### src/fmbq_pkg.sv
// Shared types and constants of the front/middle/back queue.
package fmbq_pkg;

  localparam int unsigned ValueWidth = 32;
  localparam int unsigned CountOutWidth = 5;
  localparam logic [ValueWidth-1:0] PopEmptyValue = '1;

  typedef enum logic [2:0] {
    CMD_PUSH_FRONT  = 3'd0,
    CMD_PUSH_MIDDLE = 3'd1,
    CMD_PUSH_BACK   = 3'd2,
    CMD_POP_FRONT   = 3'd3,
    CMD_POP_MIDDLE  = 3'd4,
    CMD_POP_BACK    = 3'd5
  } fmbq_cmd_e;

  typedef enum logic [1:0] {
    ST_DONE  = 2'd0,
    ST_EMPTY = 2'd1,
    ST_FULL  = 2'd2
  } fmbq_status_e;

  typedef enum logic [3:0] {
    DP_NOP,
    DP_LOAD,
    DP_PUSH_RD,
    DP_PUSH_WR,
    DP_PUSH_PUT,
    DP_POP_RD,
    DP_POP_CAP,
    DP_POP_RD_NEXT,
    DP_POP_WR,
    DP_POP_DONE,
    DP_OUT
  } fmbq_op_e;

  typedef struct packed {
    fmbq_op_e op;
  } fmbq_ctrl_t;

  typedef struct packed {
    logic is_push;
    logic is_pop;
    logic bypass;
    logic at_pos;
    logic at_end;
  } fmbq_stat_t;

endpackage

### src/fmbq_datapath.sv
// Datapath of the queue: entry memory, count, cursor and result registers.
module fmbq_datapath #(
  parameter int unsigned CAPACITY = 16
) (
  input  logic                     clk_i,
  input  logic                     rst_ni,
  input  fmbq_pkg::fmbq_ctrl_t     ctrl_i,
  output fmbq_pkg::fmbq_stat_t     stat_o,
  input  logic [2:0]               command_i,
  input  logic [31:0]              push_value_i,
  output logic [31:0]              pop_value_o,
  output fmbq_pkg::fmbq_status_e   status_o,
  output logic [4:0]               entry_count_o
);
  import fmbq_pkg::*;

  localparam int unsigned AW = $clog2(CAPACITY);
  localparam int unsigned CW = $clog2(CAPACITY + 1);

  logic [ValueWidth-1:0] mem [CAPACITY];
  logic [ValueWidth-1:0] rd_data_q;
  logic                  rd_en;
  logic [AW-1:0]         rd_addr;
  logic                  wr_en;
  logic [AW-1:0]         wr_addr;
  logic [ValueWidth-1:0] wr_data;

  logic [CW-1:0]         count_q, count_d;
  logic [2:0]            cmd_q;
  logic [ValueWidth-1:0] val_q;
  fmbq_status_e          status_q, status_d;
  logic [AW-1:0]         pos_q, pos_d;
  logic [AW-1:0]         cur_q, cur_d;
  logic [ValueWidth-1:0] popped_q, popped_d;
  logic [ValueWidth-1:0] out_value_q;
  fmbq_status_e          out_status_q;
  logic [CW-1:0]         out_count_q;
  logic [CW+CountOutWidth-1:0] out_count_ext;

  logic          in_push, in_pop, cmd_push, cmd_pop;
  logic [CW-1:0] half;

  assign in_push  = (command_i <= CMD_PUSH_BACK);
  assign in_pop   = (command_i >= CMD_POP_FRONT) && (command_i <= CMD_POP_BACK);
  assign cmd_push = (cmd_q <= CMD_PUSH_BACK);
  assign cmd_pop  = (cmd_q >= CMD_POP_FRONT) && (cmd_q <= CMD_POP_BACK);
  assign half     = count_q >> 1;

  // Decode a command against the fill level; step cursor, count, popped.
  always_comb begin
    status_d = status_q;
    pos_d    = pos_q;
    cur_d    = cur_q;
    popped_d = popped_q;
    count_d  = count_q;
    case (ctrl_i.op)
      DP_LOAD: begin
        status_d = ST_DONE;
        popped_d = '0;
        pos_d    = '0;
        if (in_push) begin
          if (count_q == CW'(CAPACITY)) begin
            status_d = ST_FULL;
          end
          case (command_i)
            CMD_PUSH_MIDDLE: pos_d = AW'(half);
            CMD_PUSH_BACK:   pos_d = AW'(count_q);
            default:         pos_d = '0;
          endcase
          cur_d = AW'(count_q);
        end else if (in_pop) begin
          if (count_q == '0) begin
            status_d = ST_EMPTY;
            popped_d = PopEmptyValue;
          end
          case (command_i)
            CMD_POP_MIDDLE: pos_d = count_q[0] ? AW'(half) : AW'(half - CW'(1));
            CMD_POP_BACK:   pos_d = AW'(count_q - CW'(1));
            default:        pos_d = '0;
          endcase
          cur_d = pos_d;
        end
      end
      DP_PUSH_WR:  cur_d = cur_q - AW'(1);
      DP_PUSH_PUT: count_d = count_q + CW'(1);
      DP_POP_CAP:  popped_d = rd_data_q;
      DP_POP_WR:   cur_d = cur_q + AW'(1);
      DP_POP_DONE: count_d = count_q - CW'(1);
      default: ;
    endcase
  end

  // Memory port selection: one read and one write per cycle at most.
  always_comb begin
    rd_en   = 1'b0;
    rd_addr = cur_q;
    wr_en   = 1'b0;
    wr_addr = cur_q;
    wr_data = rd_data_q;
    case (ctrl_i.op)
      DP_PUSH_RD: begin
        rd_en   = 1'b1;
        rd_addr = cur_q - AW'(1);
      end
      DP_PUSH_WR: wr_en = 1'b1;
      DP_PUSH_PUT: begin
        wr_en   = 1'b1;
        wr_addr = pos_q;
        wr_data = val_q;
      end
      DP_POP_RD: begin
        rd_en   = 1'b1;
        rd_addr = pos_q;
      end
      DP_POP_RD_NEXT: begin
        rd_en   = 1'b1;
        rd_addr = cur_q + AW'(1);
      end
      DP_POP_WR: wr_en = 1'b1;
      default: ;
    endcase
  end

  always_ff @(posedge clk_i) begin
    if (wr_en) begin
      mem[wr_addr] <= wr_data;
    end
    if (rd_en) begin
      rd_data_q <= mem[rd_addr];
    end
  end

  always_ff @(posedge clk_i or negedge rst_ni) begin
    if (!rst_ni) begin
      count_q <= '0;
    end else begin
      count_q <= count_d;
    end
  end

  always_ff @(posedge clk_i) begin
    status_q <= status_d;
    pos_q    <= pos_d;
    cur_q    <= cur_d;
    popped_q <= popped_d;
    if (ctrl_i.op == DP_LOAD) begin
      cmd_q <= command_i;
      val_q <= push_value_i;
    end
    if (ctrl_i.op == DP_OUT) begin
      out_value_q  <= popped_q;
      out_status_q <= status_q;
      out_count_q  <= count_q;
    end
  end

  assign stat_o.is_push = cmd_push;
  assign stat_o.is_pop  = cmd_pop;
  assign stat_o.bypass  = (status_q != ST_DONE) || !(cmd_push || cmd_pop);
  assign stat_o.at_pos  = (cur_q == pos_q);
  assign stat_o.at_end  = ((CW'(cur_q) + CW'(1)) == count_q);

  assign out_count_ext = {{CountOutWidth{1'b0}}, out_count_q};
  assign pop_value_o   = out_value_q;
  assign status_o      = out_status_q;
  assign entry_count_o = out_count_ext[CountOutWidth-1:0];

  // Fill level moves by one step at most per cycle.
  a_count_step: assert property (@(posedge clk_i) disable iff (!rst_ni)
    (count_q != $past(count_q)) |->
      (count_q == $past(count_q) + CW'(1) || count_q == $past(count_q) - CW'(1)))
    else $error("count jumped by more than one");

  a_count_bound: assert property (@(posedge clk_i) disable iff (!rst_ni)
    count_q <= CW'(CAPACITY))
    else $error("count above capacity");

  a_put_not_full: assert property (@(posedge clk_i) disable iff (!rst_ni)
    (ctrl_i.op == DP_PUSH_PUT) |-> (count_q < CW'(CAPACITY) && status_q == ST_DONE))
    else $error("insert into a full queue");

  a_drop_not_empty: assert property (@(posedge clk_i) disable iff (!rst_ni)
    (ctrl_i.op == DP_POP_DONE) |-> (count_q != '0 && status_q == ST_DONE))
    else $error("removal from an empty queue");

endmodule

### src/fmbq_ctrl.sv
// Controller state machine that sequences the entry moves of each command.
module fmbq_ctrl (
  input  logic                 clk_i,
  input  logic                 rst_ni,
  input  logic                 in_valid_i,
  output logic                 in_ready_o,
  output logic                 out_valid_o,
  input  logic                 out_ready_i,
  output fmbq_pkg::fmbq_ctrl_t ctrl_o,
  input  fmbq_pkg::fmbq_stat_t stat_i
);
  import fmbq_pkg::*;

  typedef enum logic [3:0] {
    S_IDLE,
    S_DECIDE,
    S_PUSH_CHK,
    S_PUSH_WR,
    S_POP_RD,
    S_POP_CAP,
    S_POP_CHK,
    S_POP_WR,
    S_FINISH
  } state_e;

  state_e   state_q, state_d;
  logic     out_valid_q, out_valid_d;
  fmbq_op_e op;
  logic     out_free;

  assign out_free = !out_valid_q || out_ready_i;

  always_comb begin
    op          = DP_NOP;
    state_d     = state_q;
    out_valid_d = out_valid_q && !out_ready_i;
    case (state_q)
      S_IDLE: begin
        if (in_valid_i) begin
          op      = DP_LOAD;
          state_d = S_DECIDE;
        end
      end
      S_DECIDE: begin
        if (stat_i.bypass) begin
          state_d = S_FINISH;
        end else if (stat_i.is_push) begin
          state_d = S_PUSH_CHK;
        end else if (stat_i.is_pop) begin
          state_d = S_POP_RD;
        end else begin
          state_d = S_FINISH;
        end
      end
      S_PUSH_CHK: begin
        if (stat_i.at_pos) begin
          op      = DP_PUSH_PUT;
          state_d = S_FINISH;
        end else begin
          op      = DP_PUSH_RD;
          state_d = S_PUSH_WR;
        end
      end
      S_PUSH_WR: begin
        op      = DP_PUSH_WR;
        state_d = S_PUSH_CHK;
      end
      S_POP_RD: begin
        op      = DP_POP_RD;
        state_d = S_POP_CAP;
      end
      S_POP_CAP: begin
        op      = DP_POP_CAP;
        state_d = S_POP_CHK;
      end
      S_POP_CHK: begin
        if (stat_i.at_end) begin
          op      = DP_POP_DONE;
          state_d = S_FINISH;
        end else begin
          op      = DP_POP_RD_NEXT;
          state_d = S_POP_WR;
        end
      end
      S_POP_WR: begin
        op      = DP_POP_WR;
        state_d = S_POP_CHK;
      end
      S_FINISH: begin
        if (out_free) begin
          op          = DP_OUT;
          out_valid_d = 1'b1;
          state_d     = S_IDLE;
        end
      end
      default: state_d = S_IDLE;
    endcase
  end

  always_ff @(posedge clk_i or negedge rst_ni) begin
    if (!rst_ni) begin
      state_q     <= S_IDLE;
      out_valid_q <= 1'b0;
    end else begin
      state_q     <= state_d;
      out_valid_q <= out_valid_d;
    end
  end

  assign in_ready_o  = (state_q == S_IDLE);
  assign out_valid_o = out_valid_q;
  assign ctrl_o.op   = op;

  // A result word is only published on the way back to idle.
  a_out_from_finish: assert property (@(posedge clk_i) disable iff (!rst_ni)
    $rose(out_valid_q) |-> ($past(state_q) == S_FINISH && state_q == S_IDLE))
    else $error("result published outside the finish step");

  a_finish_overwrite: assert property (@(posedge clk_i) disable iff (!rst_ni)
    (op == DP_OUT) |-> (!out_valid_q || out_ready_i))
    else $error("pending result overwritten");

  a_accept_idle: assert property (@(posedge clk_i) disable iff (!rst_ni)
    (op == DP_LOAD) |=> (state_q == S_DECIDE))
    else $error("accepted command not decoded");

endmodule

### src/front_middle_back_queue_core.sv
// Top level of the front/middle/back queue: controller plus datapath.
//
// Usage: each word on the slave stream is one command. tuser carries the
// command code (push front, push middle, push back, pop front, pop middle,
// pop back); tdata carries the value to push. Every command returns exactly
// one word on the master stream: tdata holds the popped value and the entry
// count after the command, tuser holds the status (done, pop on empty, push
// dropped because full). A pop on an empty queue returns all ones.
// A push moves every entry at or above the insert position pos one place
// back; a pop moves every entry behind the removal position one place
// forward. A dropped push, an empty pop or an unused code moves no entry.
// Entries move one at a time through the entry memory with one read port
// and one write port: each entry moved to open or close the gap is read
// and then written back. One command is in work at a time; the next is
// accepted once the result is registered, even while that result still
// waits for the receiver.
// A stalled receiver holds the result word stable; a finished command then
// waits in its last step until the output register frees up.
// Reset empties the queue at once (count cleared); entry contents are not
// cleared and are only read below the count.
module front_middle_back_queue_core #(
  parameter int unsigned CAPACITY = 16
) (
  input  logic        clk_i,
  input  logic        rst_ni,
  input  logic        s_axis_tvalid,
  output logic        s_axis_tready,
  input  logic [31:0] s_axis_tdata,   // [31:0] push_value
  input  logic [2:0]  s_axis_tuser,   // [2:0] command
  output logic        m_axis_tvalid,
  input  logic        m_axis_tready,
  output logic [39:0] m_axis_tdata,   // [31:0] pop_value, [36:32] entry_count, rest zero
  output logic [1:0]  m_axis_tuser    // [1:0] status
);
  import fmbq_pkg::*;

  fmbq_ctrl_t   ctrl;
  fmbq_stat_t   stat;
  logic [31:0]  pop_value;
  fmbq_status_e status;
  logic [4:0]   entry_count;

  // Sequence each command: decode, move entries, publish the result.
  fmbq_ctrl u_ctrl (
    .clk_i       (clk_i),
    .rst_ni      (rst_ni),
    .in_valid_i  (s_axis_tvalid),
    .in_ready_o  (s_axis_tready),
    .out_valid_o (m_axis_tvalid),
    .out_ready_i (m_axis_tready),
    .ctrl_o      (ctrl),
    .stat_i      (stat)
  );

  // Hold the entries and the count; shift entries one at a time, each read and then written back.
  fmbq_datapath #(
    .CAPACITY (CAPACITY)
  ) u_datapath (
    .clk_i         (clk_i),
    .rst_ni        (rst_ni),
    .ctrl_i        (ctrl),
    .stat_o        (stat),
    .command_i     (s_axis_tuser),
    .push_value_i  (s_axis_tdata),
    .pop_value_o   (pop_value),
    .status_o      (status),
    .entry_count_o (entry_count)
  );

  // Pack the result word, low field first, padded to whole bytes.
  assign m_axis_tdata = {3'b000, entry_count, pop_value};
  assign m_axis_tuser = status;

endmodule
### config.mk
export PLATFORM = sky130hd
export DESIGN_NAME = front_middle_back_queue_core
export DESIGN_NICKNAME = d
export VERILOG_FILES = /design/src/fmbq_pkg.sv /design/src/fmbq_datapath.sv /design/src/fmbq_ctrl.sv /design/src/front_middle_back_queue_core.sv
export SDC_FILE = /design/constraint.sdc
export NUM_CORES = 1
export LEC_CHECK = 0
export ABC_AREA = 1
export BUFFER_PORTS_ARGS = -buffer_cell sky130_fd_sc_hd__buf_2
export CORE_UTILIZATION = 40
export CTS_CLUSTER_DIAMETER = 60
export DETAILED_ROUTE_END_ITERATION = 8
export PLACE_DENSITY_LB_ADDON = 0.3
export SLEW_MARGIN = 20
export SYNTH_ARGS = -nofsm -noshare
export SYNTH_HDL_FRONTEND = slang
export SYNTH_SLANG_ARGS = --single-unit
### constraint.sdc
create_clock -name clk_i -period 10.4 [get_ports clk_i]
set_clock_uncertainty 0.1 [all_clocks]
set_input_delay 0 -clock clk_i [delete_from_list [all_inputs] [get_ports clk_i]]
set_output_delay 0 -clock clk_i [all_outputs]
set_load 0.005 [all_outputs]
=== Word-level counts from Yosys, hierarchy flattened ===
Memory sizes are Yosys's and may differ from the RTL's. A register that Yosys moved wholly into a read port is not among the register bits.
Cells that the tools add are included.

* $add $sub $neg: 6
* Equal/unequal tests: 28
* Reduce and logical (&&, ||, !) cells: 20
* Mux-type cells: 39
* $lt $le $gt $ge: 6

{| class="wikitable"
|+ Operators by type and width
! operator !! count
|-
| two-way mux 32 bit || 4
|-
| one-hot mux 32 bit (2 select lines) || 1
|-
| one-hot mux 4 bit (8 select lines) || 2
|-
| two-way mux 4 bit || 15
|-
| == test 4 x 3 -> 1 bit, second input constant || 8
|-
| one-hot mux 4 bit (3 select lines) || 2
|-
| == test 4 x 2 -> 1 bit, second input constant || 4
|-
| == test 4 bit, second input constant || 4
|-
| one-hot mux 4 bit (2 select lines) || 2
|-
| one-hot mux 5 bit (2 select lines) || 1
|-
| == test 4 x 1 -> 1 bit, second input constant || 2
|-
| two-way mux 1 bit || 8
|-
| subtractor 4 x 1 -> 4 bit, second input constant || 2
|-
| == test 3 bit, second input constant || 2
|-
| greater-or-equal comparator 3 x 2 -> 1 bit, second input constant || 2
|-
| <= comparator 3 x 2 -> 1 bit, second input constant || 2
|-
| <= comparator 3 bit, second input constant || 2
|-
| two-way mux 2 bit || 3
|-
| nonzero test 2 bit || 3
|-
| OR reduction 3 bit || 2
|-
| adder 4 x 1 -> 5 bit, second input constant || 1
|-
| adder 5 x 1 -> 5 bit, second input constant || 1
|-
| == test 5 bit || 1
|-
| == test 5 bit, second input constant || 1
|-
| other kinds (17) || 24
|}

* Memory bits (writable): 512
* Memories kept: 1
* Logic and storage cells: 112
* Register bits: 126
* Input port bits: 39
* Output and inout bits: 44

{| class="wikitable"
|+ Memories
! memory !! words !! width !! rd ports !! clocked after memory_dff !! wr ports !! line !! source
|-
| u_datapath.mem || 16 || 32 || 1 || 1 || 1 || fmbq_datapath.sv:20 || <nowiki>logic [ValueWidth-1:0] mem [CAPACITY];</nowiki>
|}

=== Longest topological paths before layout ===
* Word-level depth: 9
* Mapped depth: 21
* Gate-level depth less buffers: 19

=== By module ===
From an unflattened synthesis, not the netlist that was laid out.

* Cells, all modules: 2,562
* Area total of the unflattened synthesis: 28,800.1 µm²

{| class="wikitable"
|+ By module, submodules not included
! module !! cells an instance !! seq. area each (µm²) !! times used !! area an instance (µm²)
|-
| fmbq_datapath || 2,494 || 19,944.1 || 1 || 28,345.9
|-
| fmbq_ctrl || 64 || 125.1 || 1 || 427.9
|-
| front_middle_back_queue_core || 4 || 0.0 || 1 || 26.3
|}

=== Worst setup path after synthesis ===
Ideal clock, no wire load.

* Path kind: reg2reg
* Start: register u_ctrl.state_q[0]
* End: register u_datapath.out_count_q[0], in the netlist u_datapath.entry_count_o[0] (enable)
* Buffers on the path: 0
* Clock period less this slack: 3,328 ps
* Setup slack: 7,072 ps
* Cell stages (with the launch flop): 6
* Data required time: 9,852 ps
* Arrival: 2,779 ps
* Setup time: 448 ps
* Path through: dfrtp_1 > nor2_1 > inv_2 > nor3_1 > inv_1 > a21oi_1

* Longest elaborated chain between the ends: 3
* Elaborated cells on any way between the ends: 10
* Those cells by class: eq/ne (8); mux (1); reduce/logical (1)

{| class="wikitable"
|+ RTL lines
! what !! line !! source
|-
| from (decl) || fmbq_ctrl.sv:26 || <nowiki>state_e state_q, state_d;</nowiki>
|-
| from (signal assigned) || fmbq_ctrl.sv:105 || <nowiki>state_q <= state_d;</nowiki>
|-
| == test 4 bit (tied with other cells) || fmbq_ctrl.sv:37 || <nowiki>case (state_q)</nowiki>
|-
| one-hot mux 4 bit (8 select lines) * || fmbq_ctrl.sv:37 ||
|-
| == test 4 bit * || fmbq_datapath.sv:150 || <nowiki>if (ctrl_i.op == DP_OUT) begin</nowiki>
|-
| to (signal assigned) || fmbq_datapath.sv:153 || <nowiki>out_count_q <= count_q;</nowiki>
|-
| to (decl) || fmbq_datapath.sv:37 || <nowiki>logic [CW-1:0] out_count_q;</nowiki>
|}

Every way passes the cells marked *; elsewhere a longest branch is shown, timed or not.
A chain may end at the register's enable or synchronous reset.

=== Worst setup path after layout ===
* Start: register u_datapath.cur_q[0]
* End: register u_datapath.rd_data_q[13], read port of u_datapath.mem (data pin)

* Longest elaborated chain between the ends: 7
* Elaborated cells on any way between the ends: 14
* Those cells by class: add/sub (3); eq/ne (5); mux (5); reduce/logical (1)

{| class="wikitable"
|+ RTL lines
! what !! line !! source
|-
| from (decl) || fmbq_datapath.sv:33 || <nowiki>logic [AW-1:0] cur_q, cur_d;</nowiki>
|-
| from (signal assigned) || fmbq_datapath.sv:144 || <nowiki>cur_q <= cur_d;</nowiki>
|-
| adder 4 x 1 -> 5 bit || fmbq_datapath.sv:161 || <nowiki>assign stat_o.at_end = ((CW'(cur_q) + CW'(1)) == count_q);</nowiki>
|-
| == test 5 bit || fmbq_datapath.sv:161 ||
|-
| two-way mux 4 bit || fmbq_ctrl.sv:77 || <nowiki>if (stat_i.at_end) begin</nowiki>
|-
| one-hot mux 4 bit (8 select lines) || fmbq_ctrl.sv:37 ||
|-
| == test 4 x 2 -> 1 bit / == test 4 x 3 -> 1 bit (equally long branches) || fmbq_datapath.sv:100 || <nowiki>case (ctrl_i.op)</nowiki>
|-
| OR reduction 3 bit (no line) || n/a ||
|-
| two-way mux 1 bit || fmbq_datapath.sv:100 ||
|-
| to (decl) || fmbq_datapath.sv:21 || <nowiki>logic [ValueWidth-1:0] rd_data_q;</nowiki>
|}

Several ways; a longest one is shown, not always the timed one.

==> flow_summary.json <==
{
  "most-common-layout-cells": "sky130_fd_sc_hd__edfxtp_1, sky130_fd_sc_hd__inv_1, sky130_fd_sc_hd__nand3_1",
  "fin_worst_hold_slack_ns": 0.02516,
  "final_nets": 2882,
  "groute.usage.overall": 0.2022,
  "numPortBuffers": 79,
  "reg2reg_from": "u_datapath.cur_q[0]",
  "path_clk_slew_ns": 0.06,
  "cp_slowest_cell": "sky130_fd_sc_hd__buf_4",
  "cts_htree_levels": 3,
  "setup_viol": 0,
  "max_clock_freq_mhz": 185.9,
  "leakage_uw": 0.01388,
  "clkLatencyLatePin_ns": 0.61,
  "synth_largest_type_area_fraction": 0.6698,
  "final.setup.tns_ns": 0,
  "crit_chain": "inv_2 > ha_1 > inv_1 > nand2_1 > nand2_1 > nor2_1 > nand2_1 > nor2_1 > nand2_1 > nand2_2 > nand3_4 > buf_4 > nand3_4 > buf_4 > buf_4 > nand2_1 > nand3_1 > nand3_1 > nand3_1 > nand2_1",
  "maxCapViolCount": 0,
  "hold_viol": 0,
  "cpPeakStageDelay_ns": 0.79,
  "rows": 99,
  "path_class": "reg2reg",
  "slew_headroom": 0.2432,
  "die_height_um": 274.0,
  "design.portCount": 83,
  "cts.sink_count": 670,
  "synth.area.mux_share": 0,
  "die_width_um": 274.0,
  "power.ir.vdd_worst_v": 0.0002271,
  "r2r_setup_slack_ns": 5.02,
  "power_share_of_the_combinational_group": 0.326,
  "synth_sequential_area_ratio": 0.6783,
  "period_share": 0.5172,
  "finalCoreUtilization": 0.4632,
  "reg_power_frac": 0.411,
  "timing_worst_slew_pin_value_ns": 1.135,
  "yosysWarningCount": 0,
  "violations_in_the_final_reports": "DRC",
  "rsz0062_at_grt": "no",
  "hold_crit_class": "in2reg",
  "gr-total-overflow": 0,
  "power_density_nw_per_um2": 265.4,
  "place.detailed.instances": 3660,
  "syn_area_per_cell_um2": 10.83,
  "timing.final.crit_period_ns": 5.378,
  "final_estimated_routing_congestion_in_global_placement": 0.8496,
  "pwr-share-clk": 0.263,
  "core_area_um2": 73080,
  "netSwitchingFraction": 0.3592,
  "grt_pass1_vias": 19720,
  "power_report.internal_total_uw": 5758,
  "synth_xor_xnor_area_share": 0.002960,
  "synth-compound-area-share": 0.02000,
  "critical_path.endpoint_type": "flop",
  "drt-vias-per-instance": 5.325,
  "yosys.area_share.simple": 0.1919,
  "cts-buffers-inserted": 70,
  "firstDrtPassIters": 8,
  "reg2regPathDepth": 20,
  "synth-seq-cells": 670,
  "synth_top_family_by_area": "simple AND/OR/NAND/NOR gates",
  "clockBufferDepth": 3,
  "post-route-drc-count": 10,
  "post_synth_inst_count": 2732,
  "drv_slew": 0,
  "crit_buf_inv": 5,
  "initialDrtViolationCount": 1906,
  "synth_top_cell_by_area": "sky130_fd_sc_hd__edfxtp_1",
  "die_area_um2": 75060,
  "diodes": 0,
  "cts_root_buffer": "sky130_fd_sc_hd__clkbuf_16",
  "start_util": 0.4049,
  "fraction_of_the_mapped_netlist_area_in_adder_cells": 0.003383,
  "worstSetupPathDepth": 20,
  "post_layout_nonfiller_instances": 3850,
  "synth.area.top_cells": "sky130_fd_sc_hd__edfxtp_1, sky130_fd_sc_hd__nand3_1, sky130_fd_sc_hd__inv_1",
  "cts_tree": "built",
  "required_ns": 10.67,
  "drt-wirelength-per-cell_um": 19.76,
  "syn-cell-area_um2": 29590,
  "yosys.cell_types.count": 42,
  "critPathLaunch": "u_datapath.cur_q[0]",
  "worst-path-max-fanout": 84,
  "wl_um": 76060,
  "grt_pass1_wl_um": 114900,
  "dp_hpwl_um": 36990,
  "area_growth_pct": 14.42,
  "number_of_antenna_violations_at_the_first_check_in_global_routing": 0,
  "arrival_ns": 5.65,
  "status": "finished with violations",
  "r2r-end": "u_datapath.rd_data_q[13]",
  "path_delay_family": "buffers and inverters",
  "timing.critical_path.from_type": "flop",
  "detail-route-antenna-nets": 0,
  "switching_power_uw": 3228,
  "layout_commonest_cell": "sky130_fd_sc_hd__edfxtp_1",
  "end_point_of_the_critical_path": "u_datapath.rd_data_q[13]",
  "cpMostUsedCell": "sky130_fd_sc_hd__nand2_1",
  "final_layout_size_suffix_gt1_frac": 0.09893,
  "routed-via-count": 20502,
  "post_cts_buffers": 0,
  "grt_max_degree": 216
}
per-stage QoR:
stage | instance area, µm² | total power, µW | setup slack, ns
final | 33860 | 8986 | 5.022
after floorplan | 29600 | 5727 | 7.073
after global routing | 33860 | 9450 | 4.704
after global placement | 31070 | 6575 | 5.304
after CTS | 33850 | 9027 | 5.136
after detailed placement | 31070 | 6644 | 5.158
cell usage after synthesis, drive strengths merged:
library cell,number
edfxtp,660
inv,589
nand3,466
nand2,401
nand4,258
buf,118
o21ai,75
clkbuf,61
nor2,37
dfrtp,10
nor3,10
xor2,9
ha,8
a21oi,7
o211ai,4
a221o,3
a31oi,2
o31ai,2
a211oi,1
a22o,1
a22oi,1
a311oi,1
a32oi,1
conb,1
o2111ai,1
o221ai,1
o311ai,1
o32ai,1
or2,1
xnor2,1
area by class of cell:
class | instances | area (µm²)
clock buffer | 94 | 1937
clock inverter | 34 | 221.5
fill | 6666 | 39230
inverter | 589 | 2211
multi-input combinational | 1296 | 6685
sequential | 670 | 20070
tap | 959 | 1200
timing repair buffer | 208 | 1531
state kept, by name, indices dropped and copies added (netlist names), 3 cells and up:
signal	count
u_datapath.entry_count_o	5
u_datapath.cmd_q	3
u_datapath.count_q	5
u_datapath.cur_q	4
u_datapath.pop_value_o	32
u_ctrl.state_q	4
u_datapath.popped_q	32
u_datapath.pos_q	4
u_datapath.mem	512
u_datapath.val_q	32
u_datapath.rd_data_q	32
per-layer routing:
layer	track usage	wire, µm	vias up
met2	0.3406	37000	750
li1	-	-	9528
met4	0.08801	2642	0
met3	0.03021	5303	166
met5	0	0	-
met1	0.2587	31120	10058
power groups by stage:
stage | Clock [µW] | Combinational [µW] | Sequential [µW]
6_report | 2370 | 2930 | 3690
5_1_grt | 2500 | 3240 | 3710
4_1_cts | 2410 | 2920 | 3700
3_5_place_dp | 0 | 2890 | 3750
3_3_place_gp | 0 | 2830 | 3750
2_1_floorplan | 0 | 2010 | 3720
kinds of logic (layout without fill, tap and decap cells):
kind of cell | after synthesis | count (layout)
buffers and inverters | 768 | 925
adder cells (fa/ha/maj) | 8 | 8
AND/OR/NAND/NOR | 1173 | 1173
other | 1 | 3
flip-flops | 670 | 670
XOR/XNOR | 10 | 10
AO/OA/AOI/OAI | 102 | 102
worst min path at each step:
stage / start / end / depth (start not counted)
6_report: s_axis_tdata[27] / u_datapath.val_q[27] / 2
5_1_grt: s_axis_tdata[30] / u_datapath.val_q[30] / 2
4_1_cts: s_axis_tdata[28] / u_datapath.val_q[28] / 2
3_5_place_dp: rst_ni / u_datapath.count_q[4] / 1
3_3_place_gp: rst_ni / u_datapath.count_q[4] / 1
2_1_floorplan: rst_ni / u_ctrl.out_valid_o / 0
repair_timing:
item / CTS / global route
gates resized for setup: 0 / 0
hold buffers: 62 / 0
hold endpoints to repair: 57 / 0
(Power assumes the default switching activity.)
